[src/rtl/ilem_pkg.sv]
// Package for the Ising lattice energy and magnetization block.
// Field widths, register reset value and parameter defaults; no dependencies.
`default_nettype none

package ilem_pkg;

    localparam int SIDE_W        = 9;
    localparam int ENERGY_W      = 19;
    localparam int MAG_W         = 17;
    localparam int SPIN_ACC_W    = 18;
    localparam int MAX_SIDE_DEF  = 256;

    localparam logic [SIDE_W-1:0] SIDE_RESET = 9'd64;

    typedef logic signed [ENERGY_W-1:0]   t_energy;
    typedef logic signed [SPIN_ACC_W-1:0] t_spin_acc;

endpackage

`default_nettype wire

[src/rtl/ising_lattice_energy_magnetization.sv]
// Top level: streaming energy and magnetization of a periodic square Ising lattice.
// Holds the two row stores, the raster position and the running sums.
// Depends on ilem_pkg.
//
//   channel   direction  handshake                 payload
//   cfg       in         i_cfg_valid / o_cfg_ready  i_cfg_side_length
//   in        in         i_in_valid  / o_in_ready   i_spin_up
//   out       out        o_out_valid / i_out_ready  o_energy_sum, o_magnetization_abs
//
// One spin per cycle; the row stores are read one column ahead with a registered port.
// The result of a lattice appears in the output register in the cycle after its last spin is accepted.
// Input stalls while a result waits and i_out_ready is low, and while i_cfg_valid is high.
// Synchronous active-low reset clears position, sums and valid; the stores need no clear.
`default_nettype none

module ising_lattice_energy_magnetization #(
    parameter int MAX_SIDE = ilem_pkg::MAX_SIDE_DEF
) (
    input  wire logic                          i_clk,
    input  wire logic                          i_rst_n,
    input  wire logic                          i_cfg_valid,
    output logic                               o_cfg_ready,
    input  wire logic [ilem_pkg::SIDE_W-1:0]   i_cfg_side_length,
    input  wire logic                          i_in_valid,
    output logic                               o_in_ready,
    input  wire logic                          i_spin_up,
    output logic                               o_out_valid,
    input  wire logic                          i_out_ready,
    output logic signed [ilem_pkg::ENERGY_W-1:0] o_energy_sum,
    output logic [ilem_pkg::MAG_W-1:0]         o_magnetization_abs
);

    localparam int AW = (MAX_SIDE > 1) ? $clog2(MAX_SIDE) : 1;
    localparam int CW = (AW + 1 > ilem_pkg::SIDE_W + 1) ? AW + 1 : ilem_pkg::SIDE_W + 1;
    localparam logic [CW-1:0] MAX_SIDE_C = CW'(MAX_SIDE);
    localparam logic [CW-1:0] ONE_C      = CW'(1);

    logic [ilem_pkg::SIDE_W-1:0] r_side;
    logic [AW-1:0]               r_col, n_col;
    logic [AW-1:0]               r_row, n_row;
    logic                        r_row_start;
    logic                        r_left;
    ilem_pkg::t_energy           r_energy, n_energy;
    ilem_pkg::t_spin_acc         r_spin, n_spin;
    logic                        r_out_valid;

    logic                        mem_first [MAX_SIDE];
    logic                        mem_prev  [MAX_SIDE];
    logic                        r_first_rd;
    logic                        r_prev_rd;

    logic [CW-1:0]  w_side_ext;
    logic [CW-1:0]  w_n;
    logic [AW-1:0]  w_last;
    logic           w_accept;
    logic           w_cfg;
    logic           w_col_last;
    logic           w_row_last;
    logic           w_start;
    logic           w_top;
    logic           w_emit;
    logic [2:0]     w_en_cnt;
    logic [2:0]     w_eq_cnt;
    logic signed [4:0] w_delta;
    logic [AW-1:0]  w_rd_addr;
    logic           w_first_we;
    logic [ilem_pkg::SPIN_ACC_W-1:0] w_abs;

    assign o_cfg_ready = 1'b1;
    assign o_in_ready  = (!r_out_valid || i_out_ready) && !i_cfg_valid;
    assign o_out_valid = r_out_valid;

    assign w_cfg    = i_cfg_valid && o_cfg_ready;
    assign w_accept = i_in_valid && o_in_ready;

    always_comb begin
        w_side_ext = CW'(r_side);
        if (w_side_ext == '0) begin
            w_n = ONE_C;
        end else if (w_side_ext > MAX_SIDE_C) begin
            w_n = MAX_SIDE_C;
        end else begin
            w_n = w_side_ext;
        end
        w_last = AW'(w_n - ONE_C);
    end

    assign w_col_last = (r_col == w_last);
    assign w_row_last = (r_row == w_last);
    assign w_start    = (r_col == '0) ? i_spin_up : r_row_start;
    assign w_top      = (r_row == '0) ? i_spin_up : r_first_rd;
    assign w_emit     = w_col_last && w_row_last;
    assign w_first_we = w_accept && (r_row == '0);

    // energy change: each enabled neighbour adds +1 if it differs, -1 if it matches
    always_comb begin
        w_en_cnt = 3'(r_col != '0) + 3'(r_row != '0) + 3'(w_col_last) + 3'(w_row_last);
        w_eq_cnt = 3'((r_col != '0) && (i_spin_up == r_left))
                 + 3'((r_row != '0) && (i_spin_up == r_prev_rd))
                 + 3'(w_col_last && (i_spin_up == w_start))
                 + 3'(w_row_last && (i_spin_up == w_top));
        w_delta  = $signed({1'b0, w_eq_cnt, 1'b0}) - $signed({2'b00, w_en_cnt});
        n_energy = r_energy - {{(ilem_pkg::ENERGY_W-5){w_delta[4]}}, w_delta};
        n_spin   = i_spin_up ? r_spin + ilem_pkg::SPIN_ACC_W'(1)
                             : r_spin - ilem_pkg::SPIN_ACC_W'(1);
        w_abs    = n_spin[ilem_pkg::SPIN_ACC_W-1] ? ilem_pkg::SPIN_ACC_W'(-n_spin)
                                                  : ilem_pkg::SPIN_ACC_W'(n_spin);
    end

    always_comb begin
        n_col = r_col;
        n_row = r_row;
        if (w_cfg) begin
            n_col = '0;
            n_row = '0;
        end else if (w_accept) begin
            if (w_col_last) begin
                n_col = '0;
                n_row = w_row_last ? '0 : r_row + AW'(1);
            end else begin
                n_col = r_col + AW'(1);
            end
        end
    end

    assign w_rd_addr = n_col;

    // row stores: write at the current column, read the next column with bypass
    always_ff @(posedge i_clk) begin
        if (w_accept) begin
            mem_prev[r_col] <= i_spin_up;
        end
        if (w_first_we) begin
            mem_first[r_col] <= i_spin_up;
        end
        if (w_accept && (w_rd_addr == r_col)) begin
            r_prev_rd <= i_spin_up;
        end else begin
            r_prev_rd <= mem_prev[w_rd_addr];
        end
        if (w_first_we && (w_rd_addr == r_col)) begin
            r_first_rd <= i_spin_up;
        end else begin
            r_first_rd <= mem_first[w_rd_addr];
        end
    end

    always_ff @(posedge i_clk) begin
        if (!i_rst_n) begin
            r_side      <= ilem_pkg::SIDE_RESET;
            r_col       <= '0;
            r_row       <= '0;
            r_row_start <= 1'b0;
            r_left      <= 1'b0;
            r_energy    <= '0;
            r_spin      <= '0;
            r_out_valid <= 1'b0;
        end else begin
            r_col <= n_col;
            r_row <= n_row;
            if (r_out_valid && i_out_ready) begin
                r_out_valid <= 1'b0;
            end
            if (w_cfg) begin
                r_side      <= i_cfg_side_length;
                r_row_start <= 1'b0;
                r_left      <= 1'b0;
                r_energy    <= '0;
                r_spin      <= '0;
            end else if (w_accept) begin
                if (w_emit) begin
                    r_row_start <= 1'b0;
                    r_left      <= 1'b0;
                    r_energy    <= '0;
                    r_spin      <= '0;
                    r_out_valid <= 1'b1;
                end else begin
                    r_row_start <= w_start;
                    r_left      <= i_spin_up;
                    r_energy    <= n_energy;
                    r_spin      <= n_spin;
                end
            end
        end
    end

    // result register: load on the last spin of a lattice
    always_ff @(posedge i_clk) begin
        if (w_accept && w_emit && !w_cfg) begin
            o_energy_sum        <= n_energy;
            o_magnetization_abs <= w_abs[ilem_pkg::MAG_W-1:0];
        end
    end

endmodule

`default_nettype wire

[config.mk]
export PLATFORM = sky130hd
export DESIGN_NAME = ising_lattice_energy_magnetization
export DESIGN_NICKNAME = d
export VERILOG_FILES = /design/src/rtl/ilem_pkg.sv /design/src/rtl/ising_lattice_energy_magnetization.sv
export SDC_FILE = /design/constraint.sdc
export NUM_CORES = 1
export LEC_CHECK = 0
export BUFFER_PORTS_ARGS = -buffer_cell sky130_fd_sc_hd__buf_2
export CAP_MARGIN = 20
export CORE_UTILIZATION = 63
export CTS_CLUSTER_SIZE = 8
export DETAILED_ROUTE_END_ITERATION = 12
export PLACE_DENSITY_LB_ADDON = 0.12
export REMOVE_ABC_BUFFERS = 1
export SLEW_MARGIN = 5
export SYNTH_ARGS = -nofsm -noshare
export SYNTH_HDL_FRONTEND = slang
export SYNTH_SLANG_ARGS = --single-unit
[constraint.sdc]
create_clock -name i_clk -period 9.04 [get_ports i_clk]
set_input_delay 0.452 -clock i_clk [delete_from_list [all_inputs] [get_ports i_clk]]
set_output_delay 0.452 -clock i_clk [all_outputs]
set_load 0.02 [all_outputs]
==> results of run 1 <==
==> per-stage QoR <==
step / setup slack (ps) / hold slack, ps / std cells
6_report: 371 / 85.9 / 2802
5_1_grt: 18.3 / 109 / 2802
4_1_cts: 319 / 63.4 / 2798
3_5_place_dp: 320 / 446 / 2664
3_3_place_gp: 467 / 433 / 2662
2_1_floorplan: -3340 / 425 / 1969
==> cell usage after synthesis (19+ instances only) <==
cell        n  area (um^2)
nor2_1    584         2190
edfxtp_1  548        16500
mux4_2    154         3470
clkbuf_1  111          417
dfxtp_1    73         1460
nand2_1    70          263
nand3_1    52          260
ha_1       45          563
o21ai_0    37          185
xnor2_1    37          324
inv_1      36          135
xor2_1     34          298
a21oi_1    31          155
a22o_1     30          263
mux2i_1    19          190
==> worst paths after layout <==
path                            slack (ps)                    endpoint
worst max-delay path                   370  o_energy_sum[15]$_DFFE_PP_
worst min-delay path                    90      r_side[8]$_SDFFE_PN0P_
worst max register to register         370  o_energy_sum[15]$_DFFE_PP_
worst min register to register         450    r_energy[0]$_SDFFE_PP0P_
==> critical path, delay by kind of cell (launching register included) <==
| kind | cells | cell delay, ps |
|---|---|---|
| XOR/XNOR | 1 | 100 |
| multiplexers | 3 | 1070 |
| flip-flops | 1 | 520 |
| adder cells (fa/ha/maj) | 7 | 2930 |
| AND/OR/NAND/NOR | 3 | 820 |
| AO/OA/AOI/OAI | 7 | 2110 |
| buffers and inverters | 4 | 830 |
==> cell families after synthesis <==
| logic type | Yosys count |
|---|---|
| fa+ha+maj | 52 |
| flops | 621 |
| simple gates | 811 |
| mux | 176 |
| other cells | 1 |
| xor+xnor | 73 |
| buf+inv | 191 |
| compound gates | 199 |
==> report_power, final <==
group	switching, mW	internal (mW)	total (mW)
combinational	0.254	0.202	0.456
sequential	0.0162	3.15	3.17
clock	1.17	1.80	2.97
==> area by class of cell <==
class,count,area (um^2),share of cell area (%)
clock buffers,128,2370,7.41
clock inverters,6,90.1,0.281
multi-input cells,1312,9920,31.0
inverters,36,135,0.422
well taps,592,741,2.31
repair buffers,107,823,2.57
flip-flops and latches,621,17900,56.0
==> flip-flops by register name, summed over array words and instances (netlist names), named ones only <==
register,flops
r_energy,19
o_energy_sum,19
r_col,8
mem_prev,256
r_left,1
r_spin,18
r_row,8
r_side,9
r_row_start,1
mem_first,256
o_magnetization_abs,17
o_out_valid,1
==> per-layer routing <==
| metal | global-route usage [%] | up-vias | part of all wire (%) |
|---|---|---|---|
| met5 | 0 | - | 0 |
| met4 | 10.6 | 0 | 2.6 |
| met3 | 5.72 | 129 | 9.5 |
| met2 | 46.6 | 916 | 48 |
| met1 | 42.4 | 9046 | 40 |
| li1 | - | 7912 | - |
==> what timing repair did <==
item	4_1_cts	5_1_grt
resized for setup	0	0
buffers inserted	0	2
endpoints found under the setup margin	0	2
==> impl_metrics.py, run 1 <==
metrics = {
    "status": {
        "status": "finished clean",
    },
    "critical_path": {
        "crit_path_end_kind": "register",
        "startpoint_type": "register",
        "max_stage_delay_ps": 560,
        "reg2reg_depth": 25,
        "crit_type": "reg2reg",
        "required_ps": 9410,
        "cp.arrival_ps": 9030,
        "cp_common_cell": "fa_1",
        "cp_slowest_cell": "fa_1",
        "cp_max_fo": 40,
    },
    "power_and_ir_drop": {
        "leakage_nw": 10.1,
        "pwr_density_cell_mw_per_mm2": 206,
        "power_mw": 6.59,
        "ir_worst_vdd_v": 0.000173,
    },
    "cts": {
        "numClockSinks": 621,
        "ctsHoldBuffers": 0,
        "numCtsBuffers": 87,
        "clockBufferDepth": 3,
        "clockRootBuffer": "clkbuf_16",
        "clk_latency_ps": 630,
        "path_clk_slew_ps": 50,
        "h-tree-depth": 3,
        "cts_tree": "yes",
    },
    "yosys": {
        "synth.mux.area_fraction_pct": 12.9,
        "synthCells": 2124,
        "ys_ff_latch": 621,
        "synth_cell_types": 76,
        "synth_edf_count": 548,
        "synth_compound_area_share_pct": 4.93,
        "syn-mean-instance-area_um2": 13.5,
        "synthAdderAreaFrac_pct": 2.46,
        "ys.flop_type": "edfxtp_1",
        "yosysSeqAreaShare_pct": 62.6,
        "synth_top_family_by_area": "multiplexers",
        "synth-xor-area-share_pct": 2.33,
        "synthSimpleGateAreaFrac_pct": 11.9,
        "netlist_area_mm2": 0.0286,
        "synthArstFlopShare_pct": 0,
        "yosys_warnings": 0,
    },
    "floorplan": {
        "ios": 54,
        "fp.dieArea_mm2": 0.0463,
        "rows": 77,
        "core_mm2": 0.0445,
        "die_h_um": 215,
        "initial_core_util_pct": 64.3,
        "die_w_um": 215,
    },
    "hold_path": {
        "whs_path_depth": 3,
        "min_path_type": "in2reg",
        "min_from": "i_cfg_side_length[8]",
    },
    "final_layout": {
        "nNetsFinal": 2232,
        "fill_cells": 2907,
        "diodes": 0,
        "area_delta_synth_final_pct": 11.8,
        "mostFrequentLayoutCells": "nor2_1 (583), edfxtp_1 (548), mux4_2 (154), clkbuf_16 (89), nand2_1 (70)",
        "utilization_pct": 71.9,
        "fin_area_mm2": 0.0320,
        "drive_gt1_share_pct": 17.7,
        "final_common_cell": "nor2_1",
    },
    "sta": {
        "tns_ps": 0,
        "timing.final.crit_share_pct": 95.9,
        "maxClockFrequency_mhz": 115,
        "worstMarginPinSlew_ps": 1240,
        "slew_headroom_pct": 17.3,
        "hold_viol_final": 0,
        "setup-violations-final": 0,
        "drv_slew": 0,
        "grt_setup_unrepaired": "no",
        "fin_skew_ps": 25.9,
        "finalCriticalPeriod_ps": 8670,
    },
    "grt": {
        "gr-total-overflow": 0,
        "grt_first_pass_wirelength_um": 104000,
        "grt_pass1_vias": 17800,
        "grt_start_max_net_pins": 127,
        "track_usage_pct": 29.8,
        "antenna_found_initial": 1,
    },
    "place": {
        "placed_area_mm2": 0.0295,
        "io_buffers": 52,
        "gp_congestion": 0.881,
        "dp_hpwl_um": 39100,
    },
    "drt": {
        "via_per_inst": 6.43,
        "routed_wl_um": 67800,
        "first_pass_iters": 5,
        "drc": 0,
        "vias": 18000,
        "ant_nets": 0,
        "drt_iter0_drc": 2246,
        "routedWlPerCell_um": 24.2,
    },
    "run": {
        "drv_cap": 0,
    },
}
Note: power is estimated with default switching activity, not from simulation.
==> run 2, diff against run 1 <==
- CORE_UTILIZATION: 63 -> 40
==> impl_metrics.py, run 2 (synthesized netlist as in run 1, its figures left out) <==
metrics = {
    "drt": {
        "drc": 0,
        "first_pass_iters": 7,
        "via_per_inst": 5.58,
        "drt_iter0_drc": 1572,
        "vias": 17600,
        "routedWlPerCell_um": 23.7,
        "routed_wl_um": 74600,
        "ant_nets": 0,
    },
    "final_layout": {
        "reg_top3": "mem_first: 256 flops, mem_prev: 256 flops",
        "nNetsFinal": 2230,
        "diodes": 0,
        "instances_no_fill": 3149,
        "fin_area_mm2": 0.0325,
        "fill_cells": 6401,
        "regArea_mm2": 0.0179,
        "multiInputGateArea_mm2": 0.00997,
        "final_common_cell": "nor2_1",
        "drive_gt1_share_pct": 18.0,
        "area_delta_synth_final_pct": 13.4,
        "mostFrequentLayoutCells": "nor2_1 (583), edfxtp_1 (548), mux4_2 (154), clkbuf_16 (88), nand2_1 (70)",
    },
    "cts": {
        "clockBufferDepth": 3,
        "clockRootBuffer": "clkbuf_16",
        "path_clk_slew_ps": 50,
        "cts_tree": "yes",
        "clk_latency_ps": 640,
        "numClockSinks": 621,
        "ctsHoldBuffers": 0,
        "h-tree-depth": 3,
        "numCtsBuffers": 87,
    },
    "critical_path": {
        "reg2reg_depth": 28,
        "crit_type": "reg2reg",
        "cp_slowest_cell": "mux4_2",
        "crit_family": "adder cells",
        "max_stage_delay_ps": 510,
        "cp_num_buf_inv": 6,
        "rrSetupSlack_ps": 630,
        "cp_common_cell": "fa_1",
        "critical_path_depth": 28,
        "crit_path_end": "o_energy_sum[15]$_DFFE_PP_",
        "startpoint_type": "register",
        "cp_max_fo": 20,
        "required_ps": 9410,
        "cp.arrival_ps": 8780,
        "r2r-end": "o_energy_sum[15]$_DFFE_PP_",
        "crit_path_end_kind": "register",
    },
    "sta": {
        "grt_setup_unrepaired": "no",
        "drv_slew": 0,
        "hold_viol_final": 0,
        "slew_headroom_pct": 26.4,
        "maxClockFrequency_mhz": 119,
        "fin_skew_ps": 24.9,
        "timing.final.crit_share_pct": 93.0,
        "finalCriticalPeriod_ps": 8410,
        "fin_ws_ps": 633,
        "setup-violations-final": 0,
        "worstMarginPinSlew_ps": 1100,
    },
    "place": {
        "dp_hpwl_um": 42600,
        "dp.cells": 3011,
        "io_buffers": 52,
        "gp_congestion": 0.817,
        "placed_area_mm2": 0.0300,
        "preCtsSetupSlack_ps": 323,
    },
    "floorplan": {
        "fp.dieArea_mm2": 0.0727,
        "die_h_um": 270,
        "initial_core_util_pct": 40.7,
        "rows": 97,
        "ios": 54,
        "die_w_um": 270,
        "core_mm2": 0.0704,
    },
    "power_and_ir_drop": {
        "pwr_density_cell_mw_per_mm2": 204,
        "leakage_nw": 10.1,
        "power_mw": 6.62,
        "ir_worst_vdd_v": 0.000122,
    },
    "grt": {
        "gr-total-overflow": 0,
        "track_usage_pct": 20.6,
        "grt_pass1_vias": 18000,
        "grt_first_pass_wirelength_um": 113000,
        "antenna_found_initial": 1,
        "grt_start_max_net_pins": 131,
    },
    "status": {
        "status": "finished clean",
    },
    "run": {
        "drv_cap": 0,
    },
    "hold_path": {
        "min_path_type": "in2reg",
    },
}
==> run 2: changes by cell type in the layout (fill, tap and decap cells not counted), sizes merged <==
cell | previous run | this run
buf | 107 | 105
clkinv | 5 | 3
inv | 37 | 39
clkbuf | 128 | 129
==> run 2: power by group <==
| group | internal (mW) | switching [mW] |
|---|---|---|
| logic | 0.200 | 0.261 |
| registers | 3.15 | 0.0130 |
| clock network | 1.78 | 1.21 |
==> run 2: metrics by stage <==
step                      utilization (%)  TNS (ps)  hold slack (ps)
after floorplan                         -    -85320              425
after global placement               42.6         0              434
after detailed placement             42.6         0              447
after CTS                            46.1         0             14.6
after global routing                 46.1         0             56.5
final                                46.1         0             42.3
==> run 2: final cells by class <==
type,instances,share of cell area (%)
sequential,621,55.2
clock buffer,129,7.25
timing repair buffer,105,2.54
inverter,36,0.416
multi-input combinational,1312,30.7
clock inverter,6,0.274
tap,940,3.62
==> run 2: worst min-delay path: cells and delay by family <==
| family | cells | cell delay [ps] |
|---|---|---|
| and+or+nand+nor | 1 | 50 |
| buffers and inverters | 1 | 70 |
| AOI/OAI and AO/OA | 1 | 70 |
==> run 2: routing by layer <==
layer  vias up  wire length [um]  share of wire [%]  GRT usage [%]
met5         -                61              0.082          0.461
li1       7909                 -                  -              -
met2       434             35200                 47           32.6
met3       106              3880                5.2           3.28
met4         4              1570                2.1           6.21
met1      9112             34000                 46           29.2
==> run 2: how the worst min path moves through the flow <==
stage / slack [ps] / depth (start not counted) / end / start
after floorplan: 430 / 2 / r_energy[0]$_SDFFE_PP0P_ / r_energy[0]$_SDFFE_PP0P_
after detailed placement: 450 / 2 / r_energy[0]$_SDFFE_PP0P_ / r_energy[0]$_SDFFE_PP0P_
after CTS: 10 / 3 / r_side[6]$_SDFFE_PN1P_ / i_cfg_side_length[6]
after global routing: 60 / 3 / r_side[1]$_SDFFE_PN0P_ / i_cfg_side_length[1]
after global placement: 430 / 2 / r_energy[0]$_SDFFE_PP0P_ / r_energy[0]$_SDFFE_PP0P_
final: 40 / 3 / r_side[6]$_SDFFE_PN1P_ / i_cfg_side_length[6]
==> run 2: repair_timing <==
item,CTS,global route
resized for setup,0,2
endpoints found under the setup margin,0,2
setup buffers,0,0
